**config.mk**
```make
export PLATFORM = sky130hd
export DESIGN_NAME = one_wire_uart_buffer_echo_filter
export DESIGN_NICKNAME = d
export VERILOG_FILES = /design/src/design/owubef_pkg.sv /design/src/design/owubef_ram.sv /design/src/design/owubef_fifo.sv /design/src/design/one_wire_uart_buffer_echo_filter.sv
export VERILOG_INCLUDE_DIRS = /design/src /design/src/design
export SDC_FILE = /design/constraint.sdc
export NUM_CORES = 1
export LEC_CHECK = 0
export BUFFER_PORTS_ARGS = -buffer_cell sky130_fd_sc_hd__buf_2
export CAP_MARGIN = 20
export CORE_UTILIZATION = 45
export CTS_BUF_LIST = sky130_fd_sc_hd__clkbuf_2 sky130_fd_sc_hd__clkbuf_4 sky130_fd_sc_hd__clkbuf_8
export CTS_CLUSTER_SIZE = 8
export DETAILED_ROUTE_END_ITERATION = 10
export HOLD_SLACK_MARGIN = 0.03
export SLEW_MARGIN = 20
export SYNTH_ARGS = -nofsm -noshare
export SYNTH_HDL_FRONTEND = slang
export SYNTH_HIERARCHICAL = 1
export SYNTH_SLANG_ARGS = --single-unit
```
**constraint.sdc**
```tcl
create_clock -name clock -period 4.9 [get_ports clock]
set_clock_uncertainty 0.2 [all_clocks]
set_input_delay 0.49 -clock clock [delete_from_list [all_inputs] [get_ports clock]]
set_output_delay 0.49 -clock clock [all_outputs]
set_load 0.02 [all_outputs]
```
**src/design/assert_macros.svh**
```systemverilog
// Assertion macros shared by the RTL. Simulation gets the checks, synthesis gets nothing.
`ifndef ASSERT_MACROS_SVH
`define ASSERT_MACROS_SVH

`ifndef SYNTHESIS

`define ASSERT_ALWAYS(label, clk, rst, expr) \
   label: assert property (@(posedge clk) disable iff (rst) (expr)) \
      else $error("assertion failed");

`define ASSERT_IMPLIES(label, clk, rst, ante, cons) \
   label: assert property (@(posedge clk) disable iff (rst) (ante) |-> (cons)) \
      else $error("assertion failed");

`define ASSERT_NEXT(label, clk, rst, ante, cons) \
   label: assert property (@(posedge clk) disable iff (rst) (ante) |=> (cons)) \
      else $error("assertion failed");

`else

`define ASSERT_ALWAYS(label, clk, rst, expr)

`define ASSERT_IMPLIES(label, clk, rst, ante, cons)

`define ASSERT_NEXT(label, clk, rst, ante, cons)

`endif

`endif

```
**src/design/owubef_pkg.sv**
```systemverilog
`timescale 1ns / 1ps
`default_nettype none

package owubef_pkg;

   typedef enum logic [2:0] {
      OP_HOST_WRITE = 3'd0,
      OP_HOST_READ  = 3'd1,
      OP_RX_CLEAR   = 3'd2,
      OP_LINE_RX    = 3'd3,
      OP_TX_EMPTY   = 3'd4
   } op_type;

   typedef enum logic [1:0] {
      ST_IDLE = 2'b01,
      ST_EXEC = 2'b10
   } state_type;

   typedef struct packed {
      logic full;
      logic empty;
   } fifo_status_type;

   localparam logic [7:0] ECHO_MAX   = 8'hFF;
   localparam logic [7:0] ECHO_RESET = 8'h01;

endpackage

`default_nettype wire

```
**src/design/owubef_ram.sv**
```systemverilog
`timescale 1ns / 1ps
`default_nettype none

module owubef_ram #(
   parameter int WIDTH = 8,
   parameter int DEPTH = 64
) (
   input  wire logic                     clock,
   input  wire logic                     wr_en,
   input  wire logic [$clog2(DEPTH)-1:0] wr_addr,
   input  wire logic [WIDTH-1:0]         wr_data,
   input  wire logic [$clog2(DEPTH)-1:0] rd_addr,
   output logic      [WIDTH-1:0]         rd_data
);

   logic [WIDTH-1:0] mem_ff [DEPTH];
   logic [WIDTH-1:0] rd_data_ff;

   always_ff @(posedge clock) begin
      if (wr_en) begin
         mem_ff[wr_addr] <= wr_data;
      end
      rd_data_ff <= mem_ff[rd_addr];
   end

   assign rd_data = rd_data_ff;

endmodule

`default_nettype wire

```
**src/design/owubef_fifo.sv**
```systemverilog
`timescale 1ns / 1ps
`default_nettype none

module owubef_fifo #(
   parameter int DEPTH = 64
) (
   input  wire logic                       clock,
   input  wire logic                       reset,
   input  wire logic                       push,
   input  wire logic                       pop,
   input  wire logic                       clear,
   input  wire logic [7:0]                 push_data,
   output logic      [7:0]                 head_data,
   output logic      [$clog2(DEPTH+1)-1:0] count,
   output owubef_pkg::fifo_status_type     status
);

   import owubef_pkg::*;

   localparam int PTR_W = $clog2(DEPTH);
   localparam int CNT_W = $clog2(DEPTH + 1);

   logic [PTR_W-1:0] head_ff, head_in;
   logic [PTR_W-1:0] tail_ff, tail_in;
   logic [CNT_W-1:0] count_ff, count_in;

   always_comb begin
      head_in  = head_ff;
      tail_in  = tail_ff;
      count_in = count_ff;
      if (clear) begin
         head_in  = '0;
         tail_in  = '0;
         count_in = '0;
      end else begin
         if (push) begin
            tail_in = (tail_ff == PTR_W'(DEPTH - 1)) ? '0 : tail_ff + 1'b1;
         end
         if (pop) begin
            head_in = (head_ff == PTR_W'(DEPTH - 1)) ? '0 : head_ff + 1'b1;
         end
         if (push && !pop) begin
            count_in = count_ff + 1'b1;
         end else if (pop && !push) begin
            count_in = count_ff - 1'b1;
         end
      end
   end

   always_ff @(posedge clock) begin
      if (reset) begin
         head_ff  <= '0;
         tail_ff  <= '0;
         count_ff <= '0;
      end else begin
         head_ff  <= head_in;
         tail_ff  <= tail_in;
         count_ff <= count_in;
      end
   end

   owubef_ram #(
      .WIDTH(8),
      .DEPTH(DEPTH)
   ) u_ram (
      .clock  (clock),
      .wr_en  (push && !clear),
      .wr_addr(tail_ff),
      .wr_data(push_data),
      .rd_addr(head_ff),
      .rd_data(head_data)
   );

   assign count        = count_ff;
   assign status.full  = (count_ff == CNT_W'(DEPTH));
   assign status.empty = (count_ff == '0);

endmodule

`default_nettype wire

```
**src/design/one_wire_uart_buffer_echo_filter.sv**
```systemverilog
// Half-duplex one-wire UART buffer with a transmit FIFO, a receive FIFO and echo suppression.
// Request channel: an event (host write, host read, clear receive, line byte received,
// transmitter empty) is taken at a rising edge with start high and busy low, together with
// req_data and req_line_overrun. Busy is high in the cycle after that edge.
// Result channel: each event gives exactly one result, shown for one cycle with rsp_valid high,
// in the cycle after the busy cycle. The fill counts, flags, interrupt enables and echo count
// on the rsp_ ports show the state after that event. The receiver cannot stall the block.
// No new event is taken while busy, since the FIFO memories have a registered read port, read at
// the head pointer in the accept cycle and updated in the busy cycle.
// Configuration: csr_write_enable with csr_write_data sets echo suppression; write it only while
// the block is idle.
// Reset empties both FIFOs, sets the echo count to one, clears the overrun flag, enables the
// receive interrupt, disables the transmit interrupt and turns echo suppression on. The FIFO
// memories are not cleared.
`timescale 1ns / 1ps
`default_nettype none
`include "assert_macros.svh"

module one_wire_uart_buffer_echo_filter #(
   parameter int RX_DEPTH = 64,
   parameter int TX_DEPTH = 64
) (
   input  wire logic       clock,
   input  wire logic       reset,
   input  wire logic       start,
   output logic            busy,
   input  wire logic [2:0] req_operation,
   input  wire logic [7:0] req_data,
   input  wire logic       req_line_overrun,
   input  wire logic       csr_write_enable,
   input  wire logic       csr_write_data,
   output logic            rsp_valid,
   output logic            rsp_write_accepted,
   output logic      [7:0] rsp_read_data,
   output logic            rsp_read_valid,
   output logic            rsp_line_send,
   output logic      [7:0] rsp_line_byte,
   output logic      [6:0] rsp_rx_fill,
   output logic      [6:0] rsp_tx_fill,
   output logic            rsp_overrun_seen,
   output logic            rsp_tx_irq_on,
   output logic            rsp_rx_irq_on,
   output logic      [7:0] rsp_echo_pending
);

   import owubef_pkg::*;

   localparam int RX_CNT_W = $clog2(RX_DEPTH + 1);
   localparam int TX_CNT_W = $clog2(TX_DEPTH + 1);

   state_type state_ff, state_in;
   logic [2:0] op_ff;
   logic [7:0] data_ff;
   logic       ovr_ff;
   logic       echo_en_ff;
   logic [7:0] echo_ff, echo_in;
   logic       overrun_ff, overrun_in;
   logic       tx_irq_ff, tx_irq_in;
   logic       rx_irq_ff, rx_irq_in;

   logic       rsp_valid_ff;
   logic       wr_ok_ff, wr_ok_in;
   logic [7:0] rd_data_ff, rd_data_in;
   logic       rd_valid_ff, rd_valid_in;
   logic       send_ff, send_in;
   logic [7:0] send_byte_ff, send_byte_in;

   logic rx_push, rx_pop, rx_clear;
   logic tx_push, tx_pop;
   logic [7:0] rx_head_data, tx_head_data;
   logic [RX_CNT_W-1:0] rx_count;
   logic [TX_CNT_W-1:0] tx_count;
   fifo_status_type rx_status, tx_status;

   logic accept, exec;

   assign accept = start && (state_ff == ST_IDLE);
   assign exec   = (state_ff == ST_EXEC);
   assign busy   = exec;

   always_comb begin
      state_in = state_ff;
      case (state_ff)
         ST_IDLE: begin
            if (start) begin
               state_in = ST_EXEC;
            end
         end
         ST_EXEC: begin
            state_in = ST_IDLE;
         end
         default: begin
            state_in = ST_IDLE;
         end
      endcase
   end

   always_comb begin
      echo_in      = echo_ff;
      overrun_in   = overrun_ff;
      tx_irq_in    = tx_irq_ff;
      rx_irq_in    = rx_irq_ff;
      wr_ok_in     = 1'b0;
      rd_data_in   = '0;
      rd_valid_in  = 1'b0;
      send_in      = 1'b0;
      send_byte_in = '0;
      rx_push      = 1'b0;
      rx_pop       = 1'b0;
      rx_clear     = 1'b0;
      tx_push      = 1'b0;
      tx_pop       = 1'b0;
      if (exec) begin
         case (op_ff)
            OP_HOST_WRITE: begin
               if (!tx_status.full) begin
                  tx_push  = 1'b1;
                  wr_ok_in = 1'b1;
                  if (!tx_irq_ff) begin
                     tx_irq_in = 1'b1;
                     rx_irq_in = 1'b0;
                  end
               end
            end
            OP_HOST_READ: begin
               if (!rx_status.empty) begin
                  rx_pop      = 1'b1;
                  rd_valid_in = 1'b1;
                  rd_data_in  = rx_head_data;
               end
            end
            OP_RX_CLEAR: begin
               rx_clear = 1'b1;
            end
            OP_LINE_RX: begin
               if (ovr_ff) begin
                  overrun_in = 1'b1;
               end else if (echo_ff != '0) begin
                  echo_in = echo_ff - 1'b1;
               end else if (!rx_status.full) begin
                  rx_push = 1'b1;
               end else begin
                  overrun_in = 1'b1;
               end
            end
            OP_TX_EMPTY: begin
               if (!tx_status.empty) begin
                  if (echo_en_ff && (echo_ff != ECHO_MAX)) begin
                     echo_in = echo_ff + 1'b1;
                  end
                  tx_pop       = 1'b1;
                  send_in      = 1'b1;
                  send_byte_in = tx_head_data;
               end else begin
                  tx_irq_in = 1'b0;
                  rx_irq_in = 1'b1;
               end
            end
            default: begin
            end
         endcase
      end
   end

   always_ff @(posedge clock) begin
      if (reset) begin
         state_ff     <= ST_IDLE;
         echo_en_ff   <= 1'b1;
         echo_ff      <= ECHO_RESET;
         overrun_ff   <= 1'b0;
         tx_irq_ff    <= 1'b0;
         rx_irq_ff    <= 1'b1;
         rsp_valid_ff <= 1'b0;
      end else begin
         state_ff     <= state_in;
         echo_ff      <= echo_in;
         overrun_ff   <= overrun_in;
         tx_irq_ff    <= tx_irq_in;
         rx_irq_ff    <= rx_irq_in;
         rsp_valid_ff <= exec;
         if (csr_write_enable) begin
            echo_en_ff <= csr_write_data;
         end
      end
   end

   always_ff @(posedge clock) begin
      if (accept) begin
         op_ff   <= req_operation;
         data_ff <= req_data;
         ovr_ff  <= req_line_overrun;
      end
      if (exec) begin
         wr_ok_ff     <= wr_ok_in;
         rd_data_ff   <= rd_data_in;
         rd_valid_ff  <= rd_valid_in;
         send_ff      <= send_in;
         send_byte_ff <= send_byte_in;
      end
   end

   owubef_fifo #(
      .DEPTH(RX_DEPTH)
   ) u_rx_fifo (
      .clock    (clock),
      .reset    (reset),
      .push     (rx_push),
      .pop      (rx_pop),
      .clear    (rx_clear),
      .push_data(data_ff),
      .head_data(rx_head_data),
      .count    (rx_count),
      .status   (rx_status)
   );

   owubef_fifo #(
      .DEPTH(TX_DEPTH)
   ) u_tx_fifo (
      .clock    (clock),
      .reset    (reset),
      .push     (tx_push),
      .pop      (tx_pop),
      .clear    (1'b0),
      .push_data(data_ff),
      .head_data(tx_head_data),
      .count    (tx_count),
      .status   (tx_status)
   );

   assign rsp_valid          = rsp_valid_ff;
   assign rsp_write_accepted = wr_ok_ff;
   assign rsp_read_data      = rd_data_ff;
   assign rsp_read_valid     = rd_valid_ff;
   assign rsp_line_send      = send_ff;
   assign rsp_line_byte      = send_byte_ff;
   assign rsp_rx_fill        = 7'(rx_count);
   assign rsp_tx_fill        = 7'(tx_count);
   assign rsp_overrun_seen   = overrun_ff;
   assign rsp_tx_irq_on      = tx_irq_ff;
   assign rsp_rx_irq_on      = rx_irq_ff;
   assign rsp_echo_pending   = echo_ff;

   `ASSERT_NEXT(a_accept_busy, clock, reset, accept, busy && !rsp_valid)
   `ASSERT_NEXT(a_exec_result, clock, reset, exec, rsp_valid && !busy)
   `ASSERT_ALWAYS(a_irq_swap, clock, reset, tx_irq_ff != rx_irq_ff)
   `ASSERT_IMPLIES(a_one_pop, clock, reset, rsp_valid, !(rd_valid_ff && send_ff))
   `ASSERT_ALWAYS(a_rx_bound, clock, reset, rx_count <= RX_CNT_W'(RX_DEPTH))

endmodule

`default_nettype wire
```
==> metrics, run 1 <==
crit path DAT=4.50 ns; die height=316.7 um; hold_buf cts=17; die width=316.7 um; DR top layer=met4; Area contributors post-synth=edfxtp_1 (71%), mux4_2 (13%), dfxtp_1 (3.1%); Routed Antenna Nets=0; P_int=14.72 mW; number of filler cells placed in the layout=7839; row count=115; clk buf depth=3; Comb power frac=1.4%; area of the core=98280 sq um; setup_tns=0 ns; CTS buffer count=177; cell taking the most area after synthesis=edfxtp_1; Vias/cell=5.871; number of synthesized flops with an enable pin=1055; IO Pins=63; final non-filler cell total=3903; clk slew on worst S/H paths=0.06 ns; Post-Synthesis Cells=2306; Post-synth top flop=edfxtp_1; worst vdd ir=242.6 uV; post-CTS sizing=0; WL final=101900 um; Initial Utilization=45.34%; area grow syn2layout=11.86%; WS Path Type=register to register; unrepaired setup endpoints after global routing=no; pin count of the biggest net entering global routing=129; Synth Cell Area=44560 sq um; FF+latch count, synth=1124; WL met1=42420 um; GRT Util Overall=20.84%; status=finished clean; GPL Wtd Cong=0.8426; Worst-Margin Slew=1.071 ns; PnR worst setup slack=0.6238 ns; Placed Instances=3585; Die Area=100300 sq um; top-area cell type share of the netlist area=71.10%; port bufs=62; CP required=5.12 ns; post-CTS setup buffer count=0; root buffer cell=clkbuf_8; Yosys warning total=6; Worst slew margin=28.62%; grt ovf=0; met3 wire len=7538 um; pins over their slew limit=0; DR iter-0 viols=2164; Leakage=15.18 nW; worst min-delay path class=input port to register; Worst Setup Start Kind=register; routed wl met2=49470 um; routed vias=22920; Mean Syn Cell Area=19.32 sq um; Netlist cell types=76; minimum clock period=4.276 ns; pwr dens=369.5 nW/um^2; Net Sw Power=3.700 mW; TritonRoute pass-1 iters=6; initial antenna violation count=4; CTS Sinks=1124; nets=2535; Sw Share=20.09%; most frequent cells in the layout=edfxtp_1 (1055), mux4_2 (252), nor2_1 (215), clkbuf_8 (190), nand2_1 (72); H-tree levels=4; Critical Path Fanout Max=8; Place WS=0.6328 ns; Achievable Freq=0.2339 GHz; part of the power in the clock network=41.3%; Hold Vio Cnt, Final=0; Cell Chain, Critical Path=or4_4 > nor2_1 > nor4b_2 > buf_4 > nor2b_1 > nor2b_1 > nand3_1 > nor2_1; DPL Wire Length=60300 um; routed len/inst=26.11 um; vias in the first global route=23780; sequential share of power=57.3%; DR DRC count=0; share of cells above drive strength 1=26.42%; Worst path max stage delay=0.85 ns; first-pass GRT wire length=152600 um; Seq/Total Area, Yosys=74.20%; Skew-Pair Late Insertion Delay=0.81 ns; Worst Setup End Kind=register; max cap viols=0; setup violators final=0; Worst path slowest cell=nor2_1; CTS tree=yes; fraction of registers with async set/reset=0%; final worst-path cycle share=87.27%; commonest non-fill, non-tap cell in the layout=edfxtp_1
## layout make-up
cell class                      count  area (sq um)  area share, %
Clock buffer                      257          3118          6.255
Inverter                           11         41.29        0.08284
Sequential cell                  1124         33090          66.38
Tap cell                         1287          1610          3.231
Antenna cell                        1         2.502       0.005020
Multi-Input combinational cell   1059         10780          21.63
Timing Repair Buffer              121         960.9          1.928
Clock inverter                     43         245.2         0.4920
## cell families after synthesis
logic type,after synthesis,synth area share [%]
other cells,1,0.008416
simple gates,494,5.341
xor+xnor,19,0.3735
flops,1124,74.20
compound gates,186,3.064
buf+inv,125,1.665
fa+ha+maj,24,0.7076
mux,333,14.64
## state kept, by name, summed over array words and instances, names as in the netlist, 6 cells and up
name                     flops
data_ff                      8
rsp_echo_pending             8
rsp_line_byte                8
rsp_read_data                8
u_rx_fifo/count              7
u_rx_fifo/head_ff            6
u_rx_fifo/tail_ff            6
u_rx_fifo/u_ram/mem_ff     512
u_rx_fifo/u_ram/rd_data      8
u_tx_fifo/count              7
u_tx_fifo/head_ff            6
u_tx_fifo/tail_ff            6
u_tx_fifo/u_ram/mem_ff     512
u_tx_fifo/u_ram/rd_data      8
## stage by stage
stage	cell area, sq um	util, %	total power, mW	hold WS, ns
detailed placement	46310	47.12	11.00	0.2490
CTS	49840	50.71	18.61	0.1241
global route	49840	50.72	19.03	0.1652
floorplan	44570	-	10.86	0.2639
finish	49840	50.72	18.42	0.2097
global placement	46260	47.07	10.99	0.2438
## worst max-delay path: cells and delay by family, from the launching register on
| family | cells | cell delay (ns) |
|---|---|---|
| buf+inv | 1 | 0.20 |
| simple gates | 7 | 3.13 |
| flops | 1 | 0.36 |
## synthesized netlist by cell type, drive strengths merged (20+ instances only)
cell type,number
and2,20
mux4,252
dfxtp,69
a21oi,28
mux2i,54
buf,75
mux2,27
nand3,41
ha,22
clkbuf,39
edfxtp,1055
nand2,72
nor3,25
nor2b,36
o21ai,26
nor2,216
## per-layer routing
layer | track usage, % | vias up
li1 | - | 9785
met1 | 28.35 | 11990
met2 | 33.56 | 962
met3 | 4.559 | 175
met4 | 6.807 | 0
met5 | 0 | -
## power groups by stage
| stage | clock network (mW) | registers [mW] | logic [mW] |
|---|---|---|---|
| floorplan | 0 | 10.8 | 0.0415 |
| global placement | 0 | 10.7 | 0.242 |
| detailed placement | 0 | 10.7 | 0.259 |
| CTS | 7.80 | 10.5 | 0.269 |
| global route | 8.20 | 10.5 | 0.286 |
| finish | 7.61 | 10.5 | 0.260 |
## path summary, 6_finish.rpt
path,startpoint,slack (ns),cells after the start,to
min,req_data[3],0.21,2,data_ff[3]
max,rsp_echo_pending[7],0.62,8,u_rx_fifo/u_ram/mem_ff[46][3]
max reg2reg,rsp_echo_pending[7],0.62,8,u_rx_fifo/u_ram/mem_ff[46][3]
min reg2reg,rsp_overrun_seen,0.26,1,rsp_overrun_seen
No activity file was read; power rests on OpenSTA's default activity.
==> inputs of run 2 (changes only) <==
Clock period 4.9 ns to 4.55 ns, I/O delays scaled along.
==> run 2 against run 1 <==
Effect of this change: critical path depth increased by 1; via count decreased by 0.85%; combinational power increased by 7%; hold slack got worse by 0.066 ns; register-to-register slack got worse by 0.02 ns; sequential share of layout area about the same; global-route usage decreased by 0.24 points; routed wire length decreased by 1.1%; largest power group unchanged.
==> metrics, run 2 (synthesized netlist as in run 1, its figures left out) <==
row count=115; number of filler cells placed in the layout=7881; max cap viols=0; Area after DPL=46440 sq um; Worst Setup Start Kind=register; worst vdd ir=307.0 uV; Initial Utilization=45.34%; first-pass GRT wire length=151500 um; Reg2Reg Setup Slack=0.61 ns; DPL Wire Length=60180 um; unrepaired setup endpoints after global routing=no; final worst-path cycle share=86.62%; Vias/cell=5.800; grt ovf=0; root buffer cell=clkbuf_8; pwr dens=392.7 nW/um^2; post-CTS setup buffer count=0; Achievable Freq=0.2537 GHz; CP required=4.80 ns; Worst path max stage delay=0.75 ns; most frequent cells in the layout=edfxtp_1 (1055), mux4_2 (252), nor2_1 (215), clkbuf_8 (186), nand2_1 (72); Worst Setup End Kind=register; vias in the first global route=23640; DR iter-0 viols=2347; status=finished clean; setup_tns=0 ns; final instance area=49860 sq um; clk buf depth=3; initial antenna violation count=2; WL final=100800 um; Die Area=100300 sq um; WS Path Type=register to register; largest delay contributor family on the critical path=simple AND/OR/NAND/NOR gates; nets=2553; routed vias=22720; CTS buffer count=177; Worst-Margin Slew=0.9528 ns; r2r endpoint=u_rx_fifo/u_ram/mem_ff[62][5]; commonest non-fill, non-tap cell in the layout=edfxtp_1; Critical Path End=u_rx_fifo/u_ram/mem_ff[62][5]; routed len/inst=25.74 um; Power, Total=19.58 mW; die width=316.7 um; CTS Sinks=1124; GPL Wtd Cong=0.8181; Leakage=15.22 nW; pins over their slew limit=0; Place WS=0.5985 ns; CTS tree=yes; reg2reg start=rsp_echo_pending[7]; H-tree levels=4; area grow syn2layout=11.89%; Critical Path Source=rsp_echo_pending[7]; TritonRoute pass-1 iters=5; WP depth=9; DR DRC count=0; Cell Chain, Critical Path=or4_4 > nor2_1 > nor4b_2 > buf_4 > nor2b_1 > buf_4 > nor2b_1 > nand3_1 > nor2_1; worst path buffer plus inverter count=2; Critical Path Fanout Max=8; Routed Antenna Nets=0; Worst slew margin=36.24%; PnR worst setup slack=0.6088 ns; Hold Vio Cnt, Final=0; Skew-Pair Late Insertion Delay=0.82 ns; area of the core=98280 sq um; crit path DAT=4.19 ns; setup violators final=0; minimum clock period=3.941 ns; port bufs=62; worst min-delay path class=input port to register; IO Pins=63; GRT Util Overall=20.61%; share of cells above drive strength 1=26.59%; die height=316.7 um; pin count of the biggest net entering global routing=129; Worst path slowest cell=nor2_1; R2R depth=9; clk slew on worst S/H paths=0.06 ns; biggest registers after layout=u_rx_fifo/u_ram/mem_ff: 512 flops, u_tx_fifo/u_ram/mem_ff: 512 flops
[run 2: cell count changes in the layout (fill, tap and decap cells not counted)]
cell | previous run | this run
buf_12 | 11 | 13
clkbuf_8 | 190 | 186
buf_4 | 29 | 47
clkinv_1 | 27 | 33
clkinv_2 | 9 | 8
bufinv_16 | 2 | 0
buf_16 | 1 | 0
clkinvlp_4 | 4 | 2
clkbuf_4 | 67 | 65
buf_8 | 1 | 0
inv_6 | 1 | 2
[run 2: worst min-delay path by stage]
stage                startpoint          endpoint  slack, ns  cells past startpoint
2_1_floorplan        echo_en_ff        echo_en_ff       0.26                      2
3_3_place_gp   rsp_overrun_seen  rsp_overrun_seen       0.25                      1
3_5_place_dp      rsp_rx_irq_on     rsp_rx_irq_on       0.27                      2
4_1_cts             req_data[3]        data_ff[3]       0.07                      2
5_1_grt             req_data[3]        data_ff[3]       0.11                      2
6_report            req_data[3]        data_ff[3]       0.14                      2
[run 2: cell type report]
class	count	area [sq um]	area share (%)
Sequential cell	1124	33090	66.36
Multi-Input combinational cell	1059	10780	21.62
Clock buffer	251	3048	6.113
Tap cell	1287	1610	3.230
Timing Repair Buffer	139	1094	2.193
Clock inverter	45	196.4	0.3940
Inverter	11	41.29	0.08281
Antenna cell	1	2.502	0.005019
[run 2: power breakdown]
group	leakage, nW	switching, mW	internal (mW)
Clock	1.73	3.70	4.26
Sequential	10.1	0.0150	11.3
Combinational	3.42	0.227	0.0506
[run 2: per-layer routing]
| layer | GRT usage, % | vias to the layer above | share of wire [%] |
|---|---|---|---|
| li1 | - | 9832 | - |
| met1 | 28.22 | 11980 | 43 |
| met2 | 34.08 | 769 | 50 |
| met3 | 3.270 | 135 | 5.1 |
| met4 | 6.359 | 0 | 2.0 |
| met5 | 0 | - | 0 |
[run 2: timing repair]
item | CTS | global route
hold buffers | 17 | 0
resized for setup | 0 | 0
hold endpoints to repair | 36 | 0
[run 2: metrics by stage]
step	utilization, %	hold slack, ns	cells
detailed placement	47.25	0.2661	3603
floorplan	-	0.2639	2308
CTS	50.73	0.07406	3916
global route	50.73	0.1128	3917
finish	50.73	0.1437	3917
global placement	47.25	0.2530	3603
[run 2: worst register-to-register path: stages, from the launching register on]
cell,delay (ns)
dfxtp_1,0.37
or4_4,0.56
nor2_1,0.17
nor4b_2,0.22
buf_4,0.19
nor2b_1,0.14
buf_4,0.15
nor2b_1,0.30
nand3_1,0.52
nor2_1,0.76
